$ cat src/hdl/lpfd_pkg.sv
// ----------------------------------------------------------------------------
// lpfd_pkg
// Shared constants and types for the length-prefixed frame decoder.
// ----------------------------------------------------------------------------
`default_nettype none

package lpfd_pkg;

    localparam int HEADER_BYTES = 14;
    localparam int MAGIC_END    = 4;
    localparam int EVENT_END    = 6;
    localparam int SEQ_END      = 10;

    localparam int IDX_W = $clog2(HEADER_BYTES + 1);

    localparam logic [1:0] KIND_HEADER  = 2'd0;
    localparam logic [1:0] KIND_PAYLOAD = 2'd1;
    localparam logic [1:0] KIND_BAD     = 2'd2;

    localparam int CFG_IDX_W = 1;
    localparam logic [CFG_IDX_W-1:0] CFG_MAGIC_WORD = 1'd0;
    localparam logic [CFG_IDX_W-1:0] CFG_MAX_LEN    = 1'd1;

    localparam logic [30:0] MAX_LEN_RESET = 31'd65536;

    typedef struct packed {
        logic [1:0]  kind;
        logic [15:0] evt_id;
        logic [31:0] seq_number;
        logic [30:0] payload_len;
        logic [7:0]  payload_byte;
        logic        last;
    } t_result;

endpackage

`default_nettype wire

$ cat src/hdl/lpfd_core.sv
// ----------------------------------------------------------------------------
// lpfd_core
// Header gathering, header check and payload byte counting, one byte per
// transfer; the result for the byte is produced in the same cycle.
// ----------------------------------------------------------------------------
`default_nettype none

module lpfd_core
    import lpfd_pkg::*;
(
    input  wire logic        i_clk,
    input  wire logic        i_rst_n,
    input  wire logic        i_step,
    input  wire logic [7:0]  i_data_byte,
    input  wire logic [31:0] i_magic_word,
    input  wire logic [30:0] i_max_len,
    output logic             o_res_valid,
    output t_result          o_res
);

    logic [IDX_W-1:0] r_hdr_idx,    n_hdr_idx;
    logic             r_in_payload, n_in_payload;
    logic [31:0]      r_magic,      n_magic;
    logic [15:0]      r_event,      n_event;
    logic [31:0]      r_seq,        n_seq;
    logic [31:0]      r_length,     n_length;
    logic [30:0]      r_bytes_left, n_bytes_left;
    logic             pay_active;
    logic             bad_hdr;

    assign pay_active = r_in_payload && (r_bytes_left != '0);

    always_comb begin
        n_hdr_idx    = r_hdr_idx;
        n_in_payload = r_in_payload;
        n_magic      = r_magic;
        n_event      = r_event;
        n_seq        = r_seq;
        n_length     = r_length;
        n_bytes_left = r_bytes_left;
        bad_hdr      = 1'b0;
        o_res_valid  = 1'b0;
        o_res        = '0;

        if (i_step) begin
            if (pay_active) begin
                o_res_valid        = 1'b1;
                o_res.kind         = KIND_PAYLOAD;
                o_res.evt_id       = r_event;
                o_res.seq_number   = r_seq;
                o_res.payload_len  = r_length[30:0];
                o_res.payload_byte = i_data_byte;
                o_res.last         = (r_bytes_left == 31'd1);
                n_bytes_left       = r_bytes_left - 31'd1;
                n_in_payload       = (r_bytes_left != 31'd1);
            end else begin
                n_in_payload = 1'b0;
                if (r_hdr_idx < IDX_W'(MAGIC_END)) begin
                    n_magic = {i_data_byte, r_magic[31:8]};
                end else if (r_hdr_idx < IDX_W'(EVENT_END)) begin
                    n_event = {i_data_byte, r_event[15:8]};
                end else if (r_hdr_idx < IDX_W'(SEQ_END)) begin
                    n_seq = {i_data_byte, r_seq[31:8]};
                end else begin
                    n_length = {i_data_byte, r_length[31:8]};
                end

                if (r_hdr_idx < IDX_W'(HEADER_BYTES - 1)) begin
                    n_hdr_idx = r_hdr_idx + IDX_W'(1);
                end else begin
                    n_hdr_idx   = '0;
                    bad_hdr     = (n_magic != i_magic_word) || n_length[31]
                                  || (n_length[30:0] > i_max_len);
                    o_res_valid      = 1'b1;
                    o_res.evt_id     = n_event;
                    o_res.seq_number = n_seq;
                    if (bad_hdr) begin
                        o_res.kind = KIND_BAD;
                        o_res.last = 1'b1;
                    end else begin
                        o_res.kind        = KIND_HEADER;
                        o_res.payload_len = n_length[30:0];
                        o_res.last        = (n_length[30:0] == '0);
                        if (n_length[30:0] != '0) begin
                            n_bytes_left = n_length[30:0];
                            n_in_payload = 1'b1;
                        end
                    end
                end
            end
        end
    end

    always_ff @(posedge i_clk) begin
        if (!i_rst_n) begin
            r_hdr_idx    <= '0;
            r_in_payload <= 1'b0;
            r_magic      <= '0;
            r_event      <= '0;
            r_seq        <= '0;
            r_length     <= '0;
            r_bytes_left <= '0;
        end else begin
            r_hdr_idx    <= n_hdr_idx;
            r_in_payload <= n_in_payload;
            r_magic      <= n_magic;
            r_event      <= n_event;
            r_seq        <= n_seq;
            r_length     <= n_length;
            r_bytes_left <= n_bytes_left;
        end
    end

endmodule

`default_nettype wire

$ cat src/hdl/length_prefixed_frame_decoder_unit.sv
// Output: a result is registered and appears in the cycle after its input transfer.
// Throughput: one input byte per cycle; the input stalls only while a result
// waits in the output register and the receiver is not ready.
// Reset: synchronous, active low; clears the header counter, payload state,
// output valid, and sets magic word to 0 and max payload length to 65536.
// ----------------------------------------------------------------------------
// length_prefixed_frame_decoder_unit
// Byte-stream deframer: magic/length-prefixed header check and payload pass.
// ----------------------------------------------------------------------------
`default_nettype none

module length_prefixed_frame_decoder_unit
    import lpfd_pkg::*;
(
    input  wire logic                 i_clk,
    input  wire logic                 i_rst_n,
    input  wire logic                 i_cfg_we,
    input  wire logic [CFG_IDX_W-1:0] i_cfg_index,
    input  wire logic [31:0]          i_cfg_data,
    input  wire logic                 i_in_valid,
    output logic                      o_in_ready,
    input  wire logic [7:0]           i_data_byte,
    output logic                      o_out_valid,
    input  wire logic                 i_out_ready,
    output logic [1:0]                o_kind,
    output logic [15:0]               o_evt_id,
    output logic [31:0]               o_seq_number,
    output logic [30:0]               o_payload_len,
    output logic [7:0]                o_payload_byte,
    output logic                      o_last
);

    logic [31:0] r_magic_word;
    logic [30:0] r_max_len;
    logic        r_out_valid;
    t_result     r_out;
    logic        step;
    logic        res_valid;
    t_result     res;

    assign o_in_ready = !r_out_valid || i_out_ready;
    assign step       = i_in_valid && o_in_ready;

    always_ff @(posedge i_clk) begin
        if (!i_rst_n) begin
            r_magic_word <= '0;
            r_max_len    <= MAX_LEN_RESET;
        end else if (i_cfg_we) begin
            unique case (i_cfg_index)
                CFG_MAGIC_WORD: r_magic_word <= i_cfg_data;
                CFG_MAX_LEN:    r_max_len    <= i_cfg_data[30:0];
                default: begin
                end
            endcase
        end
    end

    lpfd_core u_core (
        .i_clk        (i_clk),
        .i_rst_n      (i_rst_n),
        .i_step       (step),
        .i_data_byte  (i_data_byte),
        .i_magic_word (r_magic_word),
        .i_max_len    (r_max_len),
        .o_res_valid  (res_valid),
        .o_res        (res)
    );

    // hold result until transfer; load a new one on each accepted byte that yields a result
    always_ff @(posedge i_clk) begin
        if (!i_rst_n) begin
            r_out_valid <= 1'b0;
        end else if (o_in_ready) begin
            r_out_valid <= step && res_valid;
        end
    end

    always_ff @(posedge i_clk) begin
        if (step && res_valid) begin
            r_out <= res;
        end
    end

    assign o_out_valid    = r_out_valid;
    assign o_kind         = r_out.kind;
    assign o_evt_id       = r_out.evt_id;
    assign o_seq_number   = r_out.seq_number;
    assign o_payload_len  = r_out.payload_len;
    assign o_payload_byte = r_out.payload_byte;
    assign o_last         = r_out.last;

endmodule

`default_nettype wire
$ cat config.mk
export PLATFORM = sky130hd
export DESIGN_NAME = length_prefixed_frame_decoder_unit
export DESIGN_NICKNAME = d
export VERILOG_FILES = /design/src/hdl/lpfd_pkg.sv /design/src/hdl/lpfd_core.sv /design/src/hdl/length_prefixed_frame_decoder_unit.sv
export SDC_FILE = /design/constraint.sdc
export NUM_CORES = 1
export LEC_CHECK = 0
export BUFFER_PORTS_ARGS = -buffer_cell sky130_fd_sc_hd__buf_4
export CAP_MARGIN = 20
export CORE_UTILIZATION = 51
export CTS_BUF_LIST = sky130_fd_sc_hd__clkbuf_8
export DETAILED_ROUTE_END_ITERATION = 16
export GPL_TIMING_DRIVEN = 0
export PLACE_DENSITY = 0.69
export SLEW_MARGIN = 20
export SYNTH_ARGS = -nofsm -noshare
export SYNTH_HDL_FRONTEND = slang
export SYNTH_SLANG_ARGS = --single-unit
$ cat constraint.sdc
create_clock -name i_clk -period 7.1 [get_ports i_clk]
set_input_delay 0.355 -clock i_clk [delete_from_list [all_inputs] [get_ports i_clk]]
set_output_delay 0.355 -clock i_clk [all_outputs]
set_load 0.02 [all_outputs]
==> flow_metrics.tcl, run 1 <==
set metrics [dict create \
    required_ns 7.53 \
    fin_cells 2142 \
    crit_cells 17 \
    die_h_um 168 \
    cts_root_buffer "clkbuf_8" \
    diodes 0 \
    row_count 60 \
    ant_nets 0 \
    routedWlPerCell_um 19.3 \
    dr.pass1.iters 5 \
    critPathTopFamily "buffers and inverters" \
    synth_edf_count 90 \
    layout_commonest_cell "nand2_1" \
    antenna_found_initial 0 \
    ir_drop_mv 0.151 \
    reg2reg_depth 17 \
    preCtsSetupSlack_ns 0.390 \
    holdCritPathClass "input port to register" \
    p_seq_share_pct 52.0 \
    cap_violations 0 \
    ys_warn_count 0 \
    arrival_ns 7.03 \
    drc 0 \
    synth_area_um2 14000 \
    crit_buf_inv 6 \
    numClockSinks 302 \
    hold_buffers 0 \
    final_hold_viol_count 0 \
    ys_types 67 \
    cts_tree "yes" \
    yosys-top-cells-area "dfxtp_1, edfxtp_1, nand2_1, a21oi_1, mux2i_1" \
    syn_inst 1572 \
    clk_pin_slew_ns 0.06 \
    synth_area_per_cell_um2 8.90 \
    totalPowerFinal_uw 3540 \
    synth_top_area_share_pct 30.3 \
    slowest_stage "mux2i_1" \
    worst-r2r-setup-slack_ns 0.49 \
    fin_setup_tns_ns 0 \
    seq_area_frac_synth_pct 49.7 \
    path_cells "buf_2 > o21ai_0 > clkbuf_1 > clkbuf_1 > clkbuf_2 > mux2i_1 > inv_1 > ha_1 > nand4_1 > nor4_1 > a22oi_1 > or4_4 > nor4_4 > a21oi_2 > buf_2 > o21ai_0 > a21oi_1" \
    ios 138 \
    clkPwrFrac_pct 40.1 \
    viasPerCell 5.70 \
    drive_gt1_share_pct 13.8 \
    die_w_um 168 \
    end_kind "register" \
    die_area_um2 28100 \
    path_max_fanout 10 \
    core-area_um2 27000 \
    synth_ff_type "dfxtp_1" \
    grt_pass1_vias 11200 \
    ys_ff_latch 302 \
    maxSlewViolCount 0 \
    grtUsageTotal_pct 29.1 \
    start_util_pct 51.9 \
    switchingPower_uw 918 \
    fmaxAchievable_ghz 0.151 \
    relSlewSlack_pct 45.3 \
    cts_buffer_depth 3 \
    internal_power_uw 2630 \
    dpl.hpwl_mm 30.0 \
    fin_crit_ns 6.61 \
    num_vias 12200 \
    switching_share_pct 25.9 \
    drt_wl_total_mm 41.3 \
    pwr-share-comb_pct 7.9 \
    yosys.area.top_type "dfxtp_1" \
    min_period_over_period_pct 93.0 \
    hold_path_depth 3 \
    setup_viol 0 \
    dr.first_iter.drc_count 1169 \
    rsz0062_at_grt "no" \
    numCtsBuffers 50 \
    nets 1842 \
    cpPeakStageDelay_ns 0.61 \
    power_density_nw_per_um2 216 \
    grt-ovfl-total 0 \
    mostFrequentLayoutCells "nand2_1, dfxtp_1, a21oi_1" \
    io_buffers 135 \
    syn_to_final_growth_pct 17.3 \
    async_flop_share_pct 0 \
    status "finished clean" \
    clock_latency_ns 0.58 \
    grt_max_degree 61 \
    final.setup_skew_ns 0.0271 \
    worst_pin_slew_ns 0.813 \
    h-tree-depth 2 \
    place_inst 2049 \
    worstSetupPathType "register to register" \
    place.gp.congestion 0.960 \
    grt_pass1_wl_mm 63.3 \
    start_kind "register" \
    p_leak_uw 0.00680 \
    syn_nets 1654 \
    setup_ws_ns 0.494 \
]
logic make-up (layout without fill, tap and decap cells):
group	after synthesis	count (layout)	share of synthesized area, %
and+or+nand+nor	595	595	19.1
AOI/OAI and AO/OA	364	364	16.2
DFF	302	302	49.7
buffers and inverters	178	407	5.07
muxes	59	59	4.37
xor gates and xnor gates	38	38	2.38
adders and majority gates	36	36	3.22
path summary, 6_finish.rpt:
path / from / endpoint
worst max-delay path: u_core.r_hdr_idx[2] / u_core.r_bytes_left[29]
worst min-delay path: i_cfg_data[31] / r_magic_word[31]
worst max register to register: u_core.r_hdr_idx[2] / u_core.r_bytes_left[29]
worst min register to register: u_core.r_seq[2] / u_core.r_seq[2]
per-layer routing:
layer | track usage, % | part of all wire, %
met1 | 40.9 | 45
met2 | 44.7 | 44
met3 | 6.05 | 8.4
met4 | 9.29 | 2.8
met5 | 0 | 0
registers in the layout (all words and copies together) (netlist names), 2 cells and up:
register / cells
u_core.r_hdr_idx: 4
o_payload_byte: 8
u_core.r_event: 16
u_core.r_seq: 32
o_payload_len: 31
u_core.r_bytes_left: 31
o_seq_number: 32
o_evt_id: 16
u_core.r_length: 32
r_magic_word: 32
u_core.r_magic: 32
o_kind: 2
r_max_len: 31
power groups by stage:
stage	sequential [µW]	combinational [µW]	clock [µW]
2_1_floorplan	1860	177	0
3_3_place_gp	1880	268	0
3_5_place_dp	1880	273	0
4_1_cts	1840	274	1440
5_1_grt	1850	310	1520
6_report	1840	278	1420
worst register-to-register path, stage by stage (launching register included):
cell      delay (ns)
dfxtp_1         0.30
buf_2           0.17
o21ai_0         0.50
clkbuf_1        0.48
clkbuf_1        0.56
clkbuf_2        0.47
mux2i_1         0.62
inv_1           0.12
ha_1            0.34
nand4_1         0.14
nor4_1          0.46
a22oi_1         0.21
or4_4           0.58
nor4_4          0.56
a21oi_2         0.34
buf_2           0.30
o21ai_0         0.22
a21oi_1         0.10
through the flow:
step	hold slack [ns]	instance area, µm²	utilization, %
finish	0.0307	16400	60.9
global route	0.0139	16400	60.9
CTS	0.00836	16400	60.8
detailed placement	0.444	15500	57.4
global placement	0.438	15400	57.2
floorplan	0.432	14000	-
repair_timing:
| action | in CTS | in global routing |
|---|---|---|
| gates resized for setup | 0 | 3 |
| endpoints found under the setup margin | 0 | 50 |
| setup buffers | 0 | 0 |
final cells by class:
class	instances	area [µm²]
Buffer	101	425
Clock buffer	56	771
Clock inverter	37	160
Fill cell	2362	10600
Inverter	77	289
Multi-Input combinational cell	1092	6340
Sequential cell	302	6950
Tap cell	341	427
Timing Repair Buffer	136	1040
Yosys cell counts, types with 6 or more instances:
cell type,n
a22oi_1,7
buf_1,6
o31ai_1,7
xor2_1,24
a22o_1,33
nand4_1,14
xnor2_1,14
mux2_2,12
nor3_1,34
buf_2,12
o211ai_1,12
nor4_1,16
a211oi_1,28
nand2_1,303
ha_1,36
and2_1,53
nand2b_1,9
clkbuf_1,78
nor2_1,113
o21ai_0,47
inv_1,77
or4_1,6
a31oi_1,12
dfxtp_1,212
a21oi_1,176
nand3_1,9
mux2i_1,46
edfxtp_1,90
and3_1,12
Note: power is estimated with default switching activity, not from simulation.
==> inputs of run 2 (changes only) <==
Clock period 7.1 ns to 7.8 ns, I/O delays scaled along.
==> run 2 against run 1 <==
Clock skew hardly changed; via count up 0.19%; total power down 9.0%; largest cell class unchanged; highest routed layer unchanged.
==> flow_metrics.tcl, run 2 (synthesis gave the netlist of run 1 again) <==
set metrics [dict create \
    grt-ovfl-total 0 \
    viasPerCell 5.71 \
    fin_crit_ns 7.03 \
    fin_setup_tns_ns 0 \
    row_count 60 \
    final_hold_viol_count 0 \
    preCtsSetupSlack_ns 1.09 \
    ant_nets 0 \
    seq_area_um2 6950 \
    layout_commonest_cell "nand2_1" \
    drt_wl_total_mm 41.3 \
    required_ns 8.23 \
    drc 0 \
    status "finished clean" \
    dr.pass1.iters 5 \
    num_vias 12200 \
    drive_gt1_share_pct 13.7 \
    maxSlewViolCount 0 \
    cts_tree "yes" \
    ios 138 \
    numCtsBuffers 50 \
    relSlewSlack_pct 42.3 \
    n_fill_cell 2365 \
    nets 1842 \
    path_max_fanout 10 \
    setup_ws_ns 0.767 \
    die_area_um2 28100 \
    hold_buffers 0 \
    routedWlPerCell_um 19.3 \
    start_util_pct 51.9 \
    grt_pass1_vias 11200 \
    core-area_um2 27000 \
    place.gp.congestion 0.960 \
    end_kind "register" \
    cts_setup_buffers 0 \
    die_w_um 168 \
    die_h_um 168 \
    grt_max_degree 61 \
    arrival_ns 7.46 \
    clock_latency_ns 0.58 \
    setup_viol 0 \
    multi_input_area_um2 6340 \
    final.setup_skew_ns 0.0271 \
    fmaxAchievable_ghz 0.142 \
    clk_pin_slew_ns 0.06 \
    dr.first_iter.drc_count 1128 \
    antenna_found_initial 1 \
    grt_pass1_wl_mm 63.3 \
    ir_drop_mv 0.137 \
    rsz0062_at_grt "no" \
    h-tree-depth 2 \
    grtUsageTotal_pct 29.1 \
    cts_buffer_depth 3 \
    cts.repair.resized 0 \
    p_leak_uw 0.00680 \
    dpl.hpwl_mm 30.0 \
    start_kind "register" \
    cap_violations 0 \
    holdCritPathClass "input port to register" \
    io_buffers 135 \
    cts_root_buffer "clkbuf_8" \
    min_period_over_period_pct 90.2 \
    syn_to_final_growth_pct 17.2 \
    mostFrequentLayoutCells "nand2_1, dfxtp_1, a21oi_1" \
    worst_pin_slew_ns 0.842 \
    numClockSinks 302 \
    worstSetupPathType "register to register" \
    power_density_nw_per_um2 197 \
]
-- run 2: cell types whose count changed in the layout (fill, tap and decap cells not counted) --
cell / change
diode_2: +1
clkbuf_2: -1
clkbuf_1: +1
mux2i_1: +1
mux2i_2: -1
-- run 2: area by class of cell --
cell class              instances  area share, %
diodes                          1         0.0153
plain buffers                 101           2.59
clock buffers                  56           4.70
clock inverters                37          0.977
inverters                      77           1.76
multi-input cells            1092           38.6
flip-flops and latches        302           42.4
well taps                     341           2.60
repair buffers                136           6.35
-- run 2: path summary, 6_finish.rpt --
| kind | cells past startpoint | from | end | slack (ns) |
|---|---|---|---|---|
| hold reg to reg | 2 | u_core.r_seq[2] | u_core.r_seq[2] | 0.45 |
| setup / recovery | 18 | u_core.r_hdr_idx[2] | u_core.r_bytes_left[29] | 0.77 |
| hold / removal | 3 | i_cfg_data[31] | r_magic_word[31] | 0.07 |
| setup reg to reg | 18 | u_core.r_hdr_idx[2] | u_core.r_bytes_left[29] | 0.77 |
-- run 2: per-stage QoR --
stage          util (%)  instances  power (µW)  hold slack (ns)  cell area, µm²
5_1_grt            60.8       2142        3350           0.0489           16400
6_report           60.8       2143        3220           0.0663           16400
2_1_floorplan         -       1572        1860            0.432           14000
3_5_place_dp       57.4       2049        1960            0.444           15500
3_3_place_gp       57.2       2048        1950            0.438           15400
4_1_cts            60.8       2142        3240           0.0434           16400
-- run 2: critical path, cell delays in order, from the launching register on --
cell,delay [ns]
dfxtp_1,0.30
buf_2,0.17
o21ai_0,0.49
clkbuf_1,0.47
clkbuf_1,0.56
clkbuf_1,0.68
mux2i_1,0.80
inv_1,0.10
ha_1,0.31
a21o_1,0.18
a221o_1,0.32
a221oi_1,0.29
a22oi_1,0.13
or4_4,0.58
nor4_4,0.55
a21oi_2,0.32
buf_2,0.29
o21ai_0,0.22
a21oi_1,0.10
-- run 2: routing by layer --
metal	vias up	GRT usage (%)	routed length (µm)
met2	511	44.7	18300
li1	5868	-	-
met4	0	9.29	1070
met1	5768	40.9	18500
met5	-	0	0
met3	79	6.05	3460
-- run 2: power breakdown --
| group | switching (µW) | internal (µW) | leakage [µW] |
|---|---|---|---|
| Combinational | 161 | 92.9 | 0.00368 |
| Clock | 634 | 659 | 0.000561 |
| Sequential | 40.1 | 1640 | 0.00256 |
| Total | 835 | 2390 | 0.00680 |
==> inputs of run 3 (changes only) <==
Settings changed: ABC_CLOCK_PERIOD_IN_PS set to 7800, CELL_PAD_IN_SITES_DETAIL_PLACEMENT set to 0, CELL_PAD_IN_SITES_GLOBAL_PLACEMENT set to 1, PLACE_DENSITY 0.69 to 0.87.
==> run 3 against run 2 <==
Flip-flop and latch count unchanged; cell count about the same; final area is 0.57% higher; core utilization is 0.35 points higher; sequential share of layout area decreased by 0.24 points; combinational power about the same; routed wire length grew 2.1%; via count is 0.84% higher; critical path depth is the same; first-iteration DRC count shrank 2.7%; critical endpoint unchanged.
==> flow_metrics.tcl, run 3 (synthesis gave the netlist of run 1 again) <==
set metrics [dict create \
    status "finished clean" \
    antenna_found_initial 0 \
    fmaxAchievable_ghz 0.141 \
    power_density_nw_per_um2 204 \
    end_kind "register" \
    grtUsageTotal_pct 29.8 \
    required_ns 8.24 \
    rsz0062_at_grt "no" \
    totalPowerFinal_uw 3360 \
    crit_buf_inv 6 \
    multi_input_area_um2 6330 \
    n_fill_cell 2411 \
    final_hold_viol_count 0 \
    cpPeakStageDelay_ns 0.73 \
    top_usage_layer "met2" \
    numCtsBuffers 49 \
    worst_pin_slew_ns 0.888 \
    cts.repair.resized 0 \
    cap_violations 0 \
    core-area_um2 27000 \
    grt-ovfl-total 0 \
    start_util_pct 51.9 \
    dr.pass1.iters 5 \
    grt_use_met3_pct 5.34 \
    ant_nets 0 \
    worstSetupPathType "register to register" \
    row_count 60 \
    routedWlPerCell_um 19.7 \
    drt_wl_total_mm 42.2 \
    grt_pass1_vias 11600 \
    utilization_pct 61.2 \
    clock_latency_ns 0.59 \
    clk_pin_slew_ns 0.07 \
    grt_pass1_wl_mm 64.8 \
    fin_setup_tns_ns 0 \
    slowest_stage "mux2i_1" \
    path_max_fanout 10 \
    drive_gt1_share_pct 14.0 \
    path_cells "buf_2 > o21ai_0 > clkbuf_1 > clkbuf_1 > clkbuf_1 > mux2i_1 > inv_1 > ha_1 > a21o_1 > a221o_1 > a221oi_1 > a22oi_1 > or4_4 > nor4_4 > a21oi_2 > buf_2 > o21ai_0 > a21oi_1" \
    cts_setup_buffers 0 \
    p_leak_uw 0.00685 \
    fin_crit_ns 7.12 \
    cts_buffer_depth 3 \
    diodes 0 \
    setup_viol 0 \
    crit_top_cell "clkbuf_1" \
    relSlewSlack_pct 40.3 \
    met2_usage_pct 47.4 \
    numClockSinks 302 \
    ios 138 \
    dpl.hpwl_mm 30.8 \
    seq_area_um2 6950 \
    min_period_over_period_pct 91.2 \
    drc 0 \
    start_kind "register" \
    grt_max_degree 65 \
    hold_buffers 0 \
    syn_to_final_growth_pct 17.9 \
    maxSlewViolCount 0 \
    die_h_um 168 \
    die_w_um 168 \
    die_area_um2 28100 \
    io_buffers 135 \
    dr.first_iter.drc_count 1097 \
    holdCritPathClass "input port to register" \
    cts_root_buffer "clkbuf_8" \
    layout_commonest_cell "nand2_1" \
    ir_drop_mv 0.128 \
    viasPerCell 5.76 \
    final.setup_skew_ns 0.0197 \
    critPathTopFamily "buffers and inverters" \
    met1_usage_pct 41.3 \
    cts_tree "yes" \
    nets 1842 \
    arrival_ns 7.56 \
    h-tree-depth 2 \
    num_vias 12300 \
    hold_slack_ns 0.0630 \
    mostFrequentLayoutCells "nand2_1, dfxtp_1, a21oi_1" \
    place.gp.congestion 0.946 \
]
[run 3: routing by layer]
| metal | wire, µm | part of all wire, % | vias to the layer above |
|---|---|---|---|
| li1 | - | - | 5852 |
| met2 | 19000 | 45 | 569 |
| met3 | 3360 | 8.0 | 98 |
| met5 | 0 | 0 | - |
| met4 | 1040 | 2.5 | 0 |
| met1 | 18800 | 45 | 5810 |
[run 3: path summary, 6_finish.rpt]
| path | to | slack, ns | cells past startpoint | from |
|---|---|---|---|---|
| setup / recovery | u_core.r_bytes_left[29] | 0.68 | 18 | u_core.r_hdr_idx[2] |
| hold / removal | r_magic_word[14] | 0.06 | 3 | i_cfg_data[14] |
| setup reg to reg | u_core.r_bytes_left[29] | 0.68 | 18 | u_core.r_hdr_idx[2] |
| hold reg to reg | r_max_len[25] | 0.45 | 2 | r_max_len[25] |
[run 3: layout make-up]
type | instances | share of cell area (%)
inverters | 77 | 1.75
flip-flops and latches | 302 | 42.1
well taps | 341 | 2.59
plain buffers | 101 | 2.57
clock inverters | 36 | 1.56
clock buffers | 56 | 4.67
repair buffers | 137 | 6.34
multi-input cells | 1092 | 38.4
[run 3: worst min-delay path, delay by kind of cell]
family          cells  cell delay, ns
simple gates        1            0.05
compound gates      1            0.05
buf+inv             1            0.12
[run 3: report_power, final]
part	total (µW)	switching [µW]	leakage, µW	internal [µW]
clock network	1420	658	0.000608	766
registers	1680	40.5	0.00256	1640
logic	255	162	0.00368	93.2
[run 3: through the flow]
step | worst slack [ns] | area (µm²) | instances
floorplan | 2.79 | 14000 | 1572
global placement | 0.954 | 15400 | 2048
detailed placement | 0.870 | 15500 | 2049
CTS | 0.790 | 16500 | 2141
global route | 0.536 | 16500 | 2142
finish | 0.685 | 16500 | 2142
